<file path="src/rtl/cws_pkg.sv">
// Shared types, constants and helpers for the circular window sum block.
package cws_pkg;

  localparam int MAX_ELEMENTS_DEF = 64;
  localparam int ELEM_W           = 32;
  localparam int SUM_W            = 64;
  localparam int LEN_W            = 32;
  localparam int MUL_CNT_W        = $clog2(LEN_W);
  localparam logic [LEN_W-1:0] LEN_RESET = LEN_W'(1);

  typedef enum logic [3:0] {
    ST_LOAD,
    ST_DIV,
    ST_MUL,
    ST_PRE_RD,
    ST_PRE_ADD,
    ST_EMIT,
    ST_SUB_RD,
    ST_SUB,
    ST_ADD_RD,
    ST_ADD
  } state_t;

  function automatic logic [SUM_W-1:0] sext(input logic [ELEM_W-1:0] v);
    return {{(SUM_W-ELEM_W){v[ELEM_W-1]}}, v};
  endfunction

endpackage

</file>
<file path="src/rtl/cws_if.sv">
// Handshake channels for element input, window sum output and length writes.
interface cws_in_if;
  logic                              valid;
  logic                              ready;
  logic signed [cws_pkg::ELEM_W-1:0] element_value;
  logic                              is_last;
  modport source (output valid, element_value, is_last, input ready);
  modport sink   (input valid, element_value, is_last, output ready);
endinterface

interface cws_out_if;
  logic                             valid;
  logic                             ready;
  logic signed [cws_pkg::SUM_W-1:0] window_sum;
  logic                             last_sum;
  logic                             overflow_flag;
  modport source (output valid, window_sum, last_sum, overflow_flag, input ready);
  modport sink   (input valid, window_sum, last_sum, overflow_flag, output ready);
endinterface

interface cws_cfg_if;
  logic                      valid;
  logic                      ready;
  logic [cws_pkg::LEN_W-1:0] data;
  modport source (output valid, data, input ready);
  modport sink   (input valid, data, output ready);
endinterface

</file>
<file path="src/rtl/cws_mem.sv">
// Element store: one write port, one registered read port.
module cws_mem #(
  parameter int DEPTH = cws_pkg::MAX_ELEMENTS_DEF,
  parameter int AW    = 6
) (
  input  logic                      clk,
  input  logic                      we,
  input  logic [AW-1:0]             waddr,
  input  logic [cws_pkg::ELEM_W-1:0] wdata,
  input  logic [AW-1:0]             raddr,
  output logic [cws_pkg::ELEM_W-1:0] rdata
);

  logic [cws_pkg::ELEM_W-1:0] mem [DEPTH];

  always_ff @(posedge clk) begin
    if (we) begin
      mem[waddr] <= wdata;
    end
    rdata <= mem[raddr];
  end

endmodule

</file>
<file path="src/rtl/cws_div.sv">
// Restoring divider, one quotient bit per cycle, for length / element count.
module cws_div #(
  parameter int CW = 7
) (
  input  logic                      clk,
  input  logic                      rst_n,
  input  logic                      start,
  input  logic [cws_pkg::LEN_W-1:0] dividend,
  input  logic [CW-1:0]             divisor,
  output logic                      done,
  output logic [cws_pkg::LEN_W-1:0] quotient,
  output logic [CW-1:0]             remainder
);

  localparam int LW    = cws_pkg::LEN_W;
  localparam int MUL_W = cws_pkg::MUL_CNT_W;

  logic                 busy_r, busy_nxt;
  logic                 done_r, done_nxt;
  logic [MUL_W-1:0]     cnt_r, cnt_nxt;
  logic [LW-1:0]        quo_r, quo_nxt;
  logic [CW-1:0]        rem_r, rem_nxt;
  logic [CW-1:0]        div_r, div_nxt;
  logic [CW:0]          trial;
  logic                 ge;

  assign trial = {rem_r, quo_r[LW-1]};
  assign ge    = trial >= {1'b0, div_r};

  always_comb begin
    busy_nxt = busy_r;
    done_nxt = 1'b0;
    cnt_nxt  = cnt_r;
    quo_nxt  = quo_r;
    rem_nxt  = rem_r;
    div_nxt  = div_r;
    if (start) begin
      busy_nxt = 1'b1;
      cnt_nxt  = '0;
      quo_nxt  = dividend;
      rem_nxt  = '0;
      div_nxt  = divisor;
    end else if (busy_r) begin
      quo_nxt = {quo_r[LW-2:0], ge};
      rem_nxt = ge ? CW'(trial - {1'b0, div_r}) : trial[CW-1:0];
      cnt_nxt = cnt_r + MUL_W'(1);
      if (cnt_r == MUL_W'(LW - 1)) begin
        busy_nxt = 1'b0;
        done_nxt = 1'b1;
      end
    end
  end

  always_ff @(posedge clk) begin
    if (!rst_n) begin
      busy_r <= 1'b0;
      done_r <= 1'b0;
      cnt_r  <= '0;
    end else begin
      busy_r <= busy_nxt;
      done_r <= done_nxt;
      cnt_r  <= cnt_nxt;
    end
    quo_r <= quo_nxt;
    rem_r <= rem_nxt;
    div_r <= div_nxt;
  end

  assign done      = done_r;
  assign quotient  = quo_r;
  assign remainder = rem_r;

endmodule

</file>
<file path="src/rtl/circular_window_sum_top.sv">
// Circular window sum top: loads a vector, then emits one cyclic window sum per position.
// Elements load at one per cycle. The item with is_last closes the vector and starts
// the closing pass, during which no item is accepted: the divider forms window_length / n
// for n stored elements, a shift-and-add multiply scales the vector total by the
// quotient, the first (window_length % n) elements are added as the remainder prefix,
// then each result is emitted and followed by a subtract and an add through the single
// store read port, except the last result, which is only emitted. Every sum goes
// through one shared 64-bit adder. Results sit in an output register, so the pass
// stalls only when a result is still waiting to be taken.
module circular_window_sum_top #(
  parameter int MAX_ELEMENTS = cws_pkg::MAX_ELEMENTS_DEF
) (
  input logic       clk,
  input logic       rst_n,
  cws_in_if.sink    in_chan,
  cws_out_if.source out_chan,
  cws_cfg_if.sink   cfg_chan
);

  localparam int AW = (MAX_ELEMENTS > 1) ? $clog2(MAX_ELEMENTS) : 1;
  localparam int CW = $clog2(MAX_ELEMENTS + 1);
  localparam int SW = cws_pkg::SUM_W;
  localparam int EW = cws_pkg::ELEM_W;
  localparam int LW = cws_pkg::LEN_W;
  localparam int MW = cws_pkg::MUL_CNT_W;

  cws_pkg::state_t state_r, state_nxt;

  logic [CW-1:0] cnt_r, cnt_nxt;
  logic [SW-1:0] tot_r, tot_nxt;
  logic [SW-1:0] sum_r, sum_nxt;
  logic          too_long_r, too_long_nxt;
  logic [LW-1:0] len_r;
  logic [CW-1:0] n_r, n_nxt;
  logic [LW-1:0] p_r, p_nxt;
  logic [CW-1:0] r_r, r_nxt;
  logic [MW-1:0] mcnt_r, mcnt_nxt;
  logic [CW-1:0] idx_r, idx_nxt;

  logic          out_valid_r, out_valid_nxt;
  logic [SW-1:0] out_sum_r, out_sum_nxt;
  logic          out_last_r, out_last_nxt;
  logic          out_flag_r, out_flag_nxt;

  logic          in_acc, has_room, last_pos, out_free, emit_go;
  logic          div_start, div_done;
  logic [LW-1:0] div_quo;
  logic [CW-1:0] div_rem;
  logic [AW-1:0] rd_addr;
  logic [EW-1:0] rd_data;
  logic [CW:0]   enter_t, enter_w;

  logic [SW-1:0] add_a, add_b, add_y;
  logic          add_sub;

  assign in_chan.ready  = (state_r == cws_pkg::ST_LOAD);
  assign in_acc         = in_chan.valid & in_chan.ready;
  assign has_room       = cnt_r < CW'(MAX_ELEMENTS);
  assign cfg_chan.ready = 1'b1;
  assign last_pos       = idx_r == (n_r - CW'(1));
  assign out_free       = !out_valid_r || out_chan.ready;
  assign emit_go        = (state_r == cws_pkg::ST_EMIT) && out_free;
  assign div_start      = in_acc && in_chan.is_last;

  assign enter_t = {1'b0, idx_r} + {1'b0, r_r} - (CW + 1)'(1);
  assign enter_w = (enter_t >= {1'b0, n_r}) ? (enter_t - {1'b0, n_r}) : enter_t;

  cws_mem #(
    .DEPTH (MAX_ELEMENTS),
    .AW    (AW)
  ) u_mem (
    .clk   (clk),
    .we    (in_acc && has_room),
    .waddr (cnt_r[AW-1:0]),
    .wdata (in_chan.element_value),
    .raddr (rd_addr),
    .rdata (rd_data)
  );

  cws_div #(
    .CW (CW)
  ) u_div (
    .clk       (clk),
    .rst_n     (rst_n),
    .start     (div_start),
    .dividend  (len_r),
    .divisor   (n_nxt),
    .done      (div_done),
    .quotient  (div_quo),
    .remainder (div_rem)
  );

  // shared adder
  always_comb begin
    add_a   = sum_r;
    add_b   = cws_pkg::sext(rd_data);
    add_sub = 1'b0;
    unique case (state_r)
      cws_pkg::ST_LOAD: begin
        add_a = tot_r;
        add_b = cws_pkg::sext(in_chan.element_value);
      end
      cws_pkg::ST_MUL: begin
        add_a = {sum_r[SW-2:0], 1'b0};
        add_b = p_r[LW-1] ? tot_r : '0;
      end
      cws_pkg::ST_SUB: begin
        add_sub = 1'b1;
      end
      default: begin
      end
    endcase
  end

  assign add_y = add_a + (add_b ^ {SW{add_sub}}) + SW'(add_sub);

  always_comb begin
    unique case (state_r)
      cws_pkg::ST_SUB_RD: rd_addr = AW'(idx_r - CW'(1));
      cws_pkg::ST_ADD_RD: rd_addr = enter_w[AW-1:0];
      default:            rd_addr = idx_r[AW-1:0];
    endcase
  end

  // next state
  always_comb begin
    state_nxt = state_r;
    unique case (state_r)
      cws_pkg::ST_LOAD: begin
        if (div_start) begin
          state_nxt = cws_pkg::ST_DIV;
        end
      end
      cws_pkg::ST_DIV: begin
        if (div_done) begin
          state_nxt = cws_pkg::ST_MUL;
        end
      end
      cws_pkg::ST_MUL: begin
        if (mcnt_r == MW'(LW - 1)) begin
          state_nxt = (r_r == '0) ? cws_pkg::ST_EMIT : cws_pkg::ST_PRE_RD;
        end
      end
      cws_pkg::ST_PRE_RD:  state_nxt = cws_pkg::ST_PRE_ADD;
      cws_pkg::ST_PRE_ADD: begin
        if ((idx_r + CW'(1)) == r_r) begin
          state_nxt = cws_pkg::ST_EMIT;
        end else begin
          state_nxt = cws_pkg::ST_PRE_RD;
        end
      end
      cws_pkg::ST_EMIT: begin
        if (emit_go) begin
          state_nxt = last_pos ? cws_pkg::ST_LOAD : cws_pkg::ST_SUB_RD;
        end
      end
      cws_pkg::ST_SUB_RD: state_nxt = cws_pkg::ST_SUB;
      cws_pkg::ST_SUB:    state_nxt = cws_pkg::ST_ADD_RD;
      cws_pkg::ST_ADD_RD: state_nxt = cws_pkg::ST_ADD;
      cws_pkg::ST_ADD:    state_nxt = cws_pkg::ST_EMIT;
      default:            state_nxt = cws_pkg::ST_LOAD;
    endcase
  end

  // datapath updates
  always_comb begin
    cnt_nxt       = cnt_r;
    tot_nxt       = tot_r;
    sum_nxt       = sum_r;
    too_long_nxt  = too_long_r;
    n_nxt         = n_r;
    p_nxt         = p_r;
    r_nxt         = r_r;
    mcnt_nxt      = mcnt_r;
    idx_nxt       = idx_r;
    out_valid_nxt = out_valid_r && !out_chan.ready;
    out_sum_nxt   = out_sum_r;
    out_last_nxt  = out_last_r;
    out_flag_nxt  = out_flag_r;
    unique case (state_r)
      cws_pkg::ST_LOAD: begin
        if (in_acc) begin
          if (has_room) begin
            cnt_nxt = cnt_r + CW'(1);
            tot_nxt = add_y;
          end else begin
            too_long_nxt = 1'b1;
          end
          n_nxt = has_room ? (cnt_r + CW'(1)) : cnt_r;
        end
      end
      cws_pkg::ST_DIV: begin
        if (div_done) begin
          p_nxt    = div_quo;
          r_nxt    = div_rem;
          sum_nxt  = '0;
          mcnt_nxt = '0;
          idx_nxt  = '0;
        end
      end
      cws_pkg::ST_MUL: begin
        sum_nxt  = add_y;
        p_nxt    = {p_r[LW-2:0], 1'b0};
        mcnt_nxt = mcnt_r + MW'(1);
      end
      cws_pkg::ST_PRE_ADD: begin
        sum_nxt = add_y;
        idx_nxt = ((idx_r + CW'(1)) == r_r) ? '0 : (idx_r + CW'(1));
      end
      cws_pkg::ST_EMIT: begin
        if (emit_go) begin
          out_valid_nxt = 1'b1;
          out_sum_nxt   = sum_r;
          out_last_nxt  = last_pos;
          out_flag_nxt  = too_long_r;
          if (last_pos) begin
            cnt_nxt      = '0;
            tot_nxt      = '0;
            too_long_nxt = 1'b0;
          end else begin
            idx_nxt = idx_r + CW'(1);
          end
        end
      end
      cws_pkg::ST_SUB, cws_pkg::ST_ADD: begin
        sum_nxt = add_y;
      end
      default: begin
      end
    endcase
  end

  always_ff @(posedge clk) begin
    if (!rst_n) begin
      state_r     <= cws_pkg::ST_LOAD;
      cnt_r       <= '0;
      tot_r       <= '0;
      too_long_r  <= 1'b0;
      len_r       <= cws_pkg::LEN_RESET;
      out_valid_r <= 1'b0;
    end else begin
      state_r     <= state_nxt;
      cnt_r       <= cnt_nxt;
      tot_r       <= tot_nxt;
      too_long_r  <= too_long_nxt;
      out_valid_r <= out_valid_nxt;
      if (cfg_chan.valid && cfg_chan.ready) begin
        len_r <= cfg_chan.data;
      end
    end
    sum_r      <= sum_nxt;
    n_r        <= n_nxt;
    p_r        <= p_nxt;
    r_r        <= r_nxt;
    mcnt_r     <= mcnt_nxt;
    idx_r      <= idx_nxt;
    out_sum_r  <= out_sum_nxt;
    out_last_r <= out_last_nxt;
    out_flag_r <= out_flag_nxt;
  end

  assign out_chan.valid         = out_valid_r;
  assign out_chan.window_sum    = out_sum_r;
  assign out_chan.last_sum      = out_last_r;
  assign out_chan.overflow_flag = out_flag_r;

endmodule
</file>
<file path="src/flat_wrapper.sv">
// flat-port wrapper written by rule: the top's interface ports become plain ports
module circular_window_sum_top_flat 
#(
  parameter int MAX_ELEMENTS = cws_pkg::MAX_ELEMENTS_DEF
)
  (clk, rst_n, in_chan_valid, in_chan_element_value, in_chan_is_last, in_chan_ready, out_chan_valid, out_chan_window_sum, out_chan_last_sum, out_chan_overflow_flag, out_chan_ready, cfg_chan_valid, cfg_chan_data, cfg_chan_ready);
  cws_in_if in_chan_i ();
  cws_out_if out_chan_i ();
  cws_cfg_if cfg_chan_i ();
  input logic clk;
  input logic rst_n;
  input wire logic [$bits(in_chan_i.valid)-1:0] in_chan_valid;
  input wire logic [$bits(in_chan_i.element_value)-1:0] in_chan_element_value;
  input wire logic [$bits(in_chan_i.is_last)-1:0] in_chan_is_last;
  output wire logic [$bits(in_chan_i.ready)-1:0] in_chan_ready;
  output wire logic [$bits(out_chan_i.valid)-1:0] out_chan_valid;
  output wire logic [$bits(out_chan_i.window_sum)-1:0] out_chan_window_sum;
  output wire logic [$bits(out_chan_i.last_sum)-1:0] out_chan_last_sum;
  output wire logic [$bits(out_chan_i.overflow_flag)-1:0] out_chan_overflow_flag;
  input wire logic [$bits(out_chan_i.ready)-1:0] out_chan_ready;
  input wire logic [$bits(cfg_chan_i.valid)-1:0] cfg_chan_valid;
  input wire logic [$bits(cfg_chan_i.data)-1:0] cfg_chan_data;
  output wire logic [$bits(cfg_chan_i.ready)-1:0] cfg_chan_ready;
  assign in_chan_i.valid = in_chan_valid;
  assign in_chan_i.element_value = in_chan_element_value;
  assign in_chan_i.is_last = in_chan_is_last;
  assign in_chan_ready = in_chan_i.ready;
  assign out_chan_valid = out_chan_i.valid;
  assign out_chan_window_sum = out_chan_i.window_sum;
  assign out_chan_last_sum = out_chan_i.last_sum;
  assign out_chan_overflow_flag = out_chan_i.overflow_flag;
  assign out_chan_i.ready = out_chan_ready;
  assign cfg_chan_i.valid = cfg_chan_valid;
  assign cfg_chan_i.data = cfg_chan_data;
  assign cfg_chan_ready = cfg_chan_i.ready;
  circular_window_sum_top #(.MAX_ELEMENTS(MAX_ELEMENTS)) u_core (.clk(clk), .rst_n(rst_n), .in_chan(in_chan_i), .out_chan(out_chan_i), .cfg_chan(cfg_chan_i));
endmodule
</file>
<file path="config.mk">
export PLATFORM = sky130hd
export DESIGN_NAME = circular_window_sum_top_flat
export DESIGN_NICKNAME = d
export VERILOG_FILES = /design/src/rtl/cws_pkg.sv /design/src/rtl/cws_if.sv /design/src/rtl/cws_mem.sv /design/src/rtl/cws_div.sv /design/src/rtl/circular_window_sum_top.sv /design/src/flat_wrapper.sv
export SDC_FILE = /design/constraint.sdc
export NUM_CORES = 2
export LEC_CHECK = 0
export BUFFER_PORTS_ARGS = -buffer_cell sky130_fd_sc_hd__buf_2
export CAP_MARGIN = 20
export CORE_MARGIN = 2
export CORE_UTILIZATION = 48
export CTS_CLUSTER_DIAMETER = 50
export DETAILED_ROUTE_END_ITERATION = 10
export MAX_ROUTING_LAYER = met4
export PLACE_DENSITY = 0.59
export REMOVE_ABC_BUFFERS = 1
export SYNTH_ARGS = -nofsm -noshare
export SYNTH_HDL_FRONTEND = slang
export SYNTH_SLANG_ARGS = --single-unit
</file>
<file path="constraint.sdc">
create_clock -name clk -period 7 [get_ports clk]
set_clock_uncertainty 0.05 [all_clocks]
set_input_delay 0.7 -clock clk [delete_from_list [all_inputs] [get_ports clk]]
set_output_delay 0.7 -clock clk [all_outputs]
set_load 0.01 [all_outputs]
</file>
==> flow_summary.json <==
{
  "status": "complete, no violations",
  "place.gp.congestion": 0.891,
  "report.final.slew_viol_count": 0,
  "grt_pass1_vias": 63300,
  "ys_types": 81,
  "cts_setup_buffers": 0,
  "min_period_ns": 6.48,
  "fin_nets": 7925,
  "hold_viol_final": 0,
  "sequentialPowerShare_pct": 42.9,
  "rsz0062_at_grt": "no",
  "fin_ws_ns": 0.525,
  "dr.pass1.iters": 6,
  "ys.flop_type": "edfxtp_1",
  "cp_max_fo": 34,
  "numCtsBuffers": 291,
  "drive_above_1_share_pct": 13.6,
  "grt_pass1_wl_um": 441000,
  "antenna_found_initial": 19,
  "yosysWarnings": 0,
  "clk_pin_slew_ns": 0.06,
  "setup_viol": 0,
  "final_common_cell": "edfxtp_1",
  "combinationalPowerShare_pct": 21.2,
  "drt-wirelength-per-cell_um": 28.4,
  "via_per_inst": 6.07,
  "synth_edf_count": 2268,
  "finalSetupTns_ns": 0,
  "die_w_um": 467,
  "cp-end-kind": "register",
  "switching_share_pct": 29.0,
  "ys_top_cells_by_area": "edfxtp_1 (66%), a211oi_1 (4.2%), mux2i_1 (3.9%)",
  "cp_data_required_time_ns": 7.76,
  "fmax_mhz": 154,
  "cts_buffer_depth": 4,
  "arrival_ns": 7.23,
  "num_io_pins": 139,
  "worstSetupPathType": "reg2reg",
  "p_int_mw": 27.9,
  "synth_top_area_share_pct": 66.1,
  "critPathLaunchType": "register",
  "start_util_pct": 48.1,
  "vias": 65600,
  "cts.sinks": 2430,
  "cts_tree": "yes",
  "die_y_um": 467,
  "hp-class": "in2reg",
  "async_reset_ff_share_pct": 0,
  "cts_root_buf": "clkbuf_16",
  "drt-total-wl_um": 307000,
  "dp_slack_ns": 0.535,
  "synth_seq_area_share_pct": 69.3,
  "hold_buffers": 31,
  "p_sw_mw": 11.4,
  "core_area_um2": 214000,
  "syn_avg_cell_area_um2": 13.8,
  "vdd_drop_max_mv": 0.240,
  "rows": 170,
  "powerDensity_nw_per_um2": 333,
  "p_leak_nw": 39.1,
  "place_area_um2": 109000,
  "htreeDepth": 5,
  "yosysTopAreaCell": "edfxtp_1",
  "portBuffers": 137,
  "final_cell_mix": "edfxtp_1 (2268), nand2_1 (863), a211oi_1 (578)",
  "grt_use_total_pct": 28.5,
  "grt_max_degree": 103,
  "synth-seq-cells": 2430,
  "dieArea_um2": 218000,
  "cts-resized-gates": 0,
  "r2r_cells": 21,
  "fin_crit_sh_pct": 92.5,
  "power.share.clock_pct": 35.9,
  "ant_nets": 0,
  "clkLatencyLatePin_ns": 0.92,
  "slew_headroom_pct": 20.4,
  "hpwl_um": 184000,
  "p_total_mw": 39.2,
  "drc": 0,
  "finish.utilization_pct": 55.1,
  "whs_path_depth": 3,
  "grt_overflow": 0,
  "syn_area_um2": 103000,
  "final_cell_area_um2": 118000,
  "area_delta_synth_final_pct": 14.4,
  "maxCapViolCount": 0,
  "tightestPinTransition_ns": 1.19,
  "first_iter_violations": 7222,
  "netlist_instances": 7479
}
[state kept, by name, summed over array words and instances, names as in the netlist, 5 cells and up]
register	flops
u_core.cnt_r	7
u_core.idx_r	7
u_core.len_r	32
u_core.mcnt_r	5
u_core.n_r	7
u_core.out_chan.window_sum	64
u_core.p_r	32
u_core.r_r	7
u_core.sum_r	64
u_core.tot_r	64
u_core.u_div.cnt_r	5
u_core.u_div.div_r	7
u_core.u_div.quotient	32
u_core.u_div.remainder	7
u_core.u_mem.mem	2048
u_core.u_mem.rdata	32
[power by group through the flow]
| stage | sequential (mW) | combinational [mW] | clock [mW] |
|---|---|---|---|
| after global routing | 16.9 | 9.17 | 14.8 |
| after CTS | 16.8 | 8.25 | 14.3 |
| after detailed placement | 17.1 | 8.18 | 0 |
| final | 16.8 | 8.32 | 14.1 |
| after global placement | 17.1 | 8.12 | 0 |
| after floorplan | 17.0 | 6.10 | 0 |
[path summary, 6_finish.rpt]
kind | slack [ns] | start | to
worst min-delay path | 0.06 | cfg_chan_data[9] | u_core.len_r[9]$_SDFFE_PN0P_
worst min register to register | 0.40 | u_core.too_long_r$_SDFFE_PN0P_ | u_core.out_chan.overflow_flag$_DFFE_PP_
worst max-delay path | 0.52 | u_core.idx_r[0]$_DFFE_PP_ | u_core.u_mem.rdata[3]$_DFF_P_
worst max register to register | 0.52 | u_core.idx_r[0]$_DFFE_PP_ | u_core.u_mem.rdata[3]$_DFF_P_
[cells by family after synthesis]
group	after synthesis	share of synthesized area, %
DFF	2430	69.3
and+or+nand+nor	2026	9.35
AOI/OAI and AO/OA	1692	11.5
buffers and inverters	597	2.55
muxes	498	4.95
xor gates and xnor gates	134	1.14
adders and majority gates	101	1.26
other	1	0.00364
[stage by stage]
| stage | instances | hold WS, ns |
|---|---|---|
| 2_1_floorplan | 6960 | 0.352 |
| 3_5_place_dp | 10300 | 0.382 |
| 4_1_cts | 10800 | 0.00265 |
| 3_3_place_gp | 10300 | 0.373 |
| 5_1_grt | 10800 | 0.0326 |
| 6_report | 10800 | 0.0646 |
[synthesized netlist by cell type (all sizes together) (5+ instances only)]
cell type  instances
or3                9
o31ai              5
buf              198
o21bai            17
a31oi            262
a21oi            280
nand2            864
nand3             44
nor2b            126
nor3              27
a21o              64
and2             450
a221oi            63
nor2             341
mux2              94
inv               78
nand3b             6
nand4             16
a21boi            11
a211o             33
nand2b            12
nor4               5
ha                97
o22ai              5
and3             104
mux2i            404
a211oi           613
o32ai             62
or2                6
o21a              12
xor2              44
edfxtp          2268
o21ai            122
xnor2             90
dfxtp            162
a22oi            101
o211ai             6
clkbuf           321
[routing by layer]
| layer | GRT usage, % | share of wire (%) |
|---|---|---|
| met4 | 9.48 | 3.4 |
| met3 | 4.58 | 8.0 |
| met5 | - | 0 |
| met2 | 44.1 | 47 |
| met1 | 38.6 | 42 |
[layout make-up]
type	count	area, um^2
clock inverter	119	1040
antenna	7	17.5
multi-input combinational	4452	29600
sequential	2430	71400
inverter	78	293
timing repair buffer	501	4260
clock buffer	374	7750
tap	2838	3550
fill	17300	96100
[critical path, cell delays in order (launching register included)]
cell and delay [ns]:
edfxtp_1 0.52, inv_1 0.17, ha_1 0.17, inv_1 0.05, ha_1 0.23, fa_1 0.49, a21o_1 0.18, a21oi_1 0.17
xnor2_1 0.18, ha_1 0.31, o21a_1 0.11, o21ai_0 0.15, a31o_1 0.15, and3_1 0.36, o311a_4 0.71, buf_4 0.29
buf_4 0.20, and3_1 0.18, o32ai_1 0.09, a221oi_1 0.77, mux2i_1 0.41, a211o_1 0.39
(Power assumes the default switching activity.)
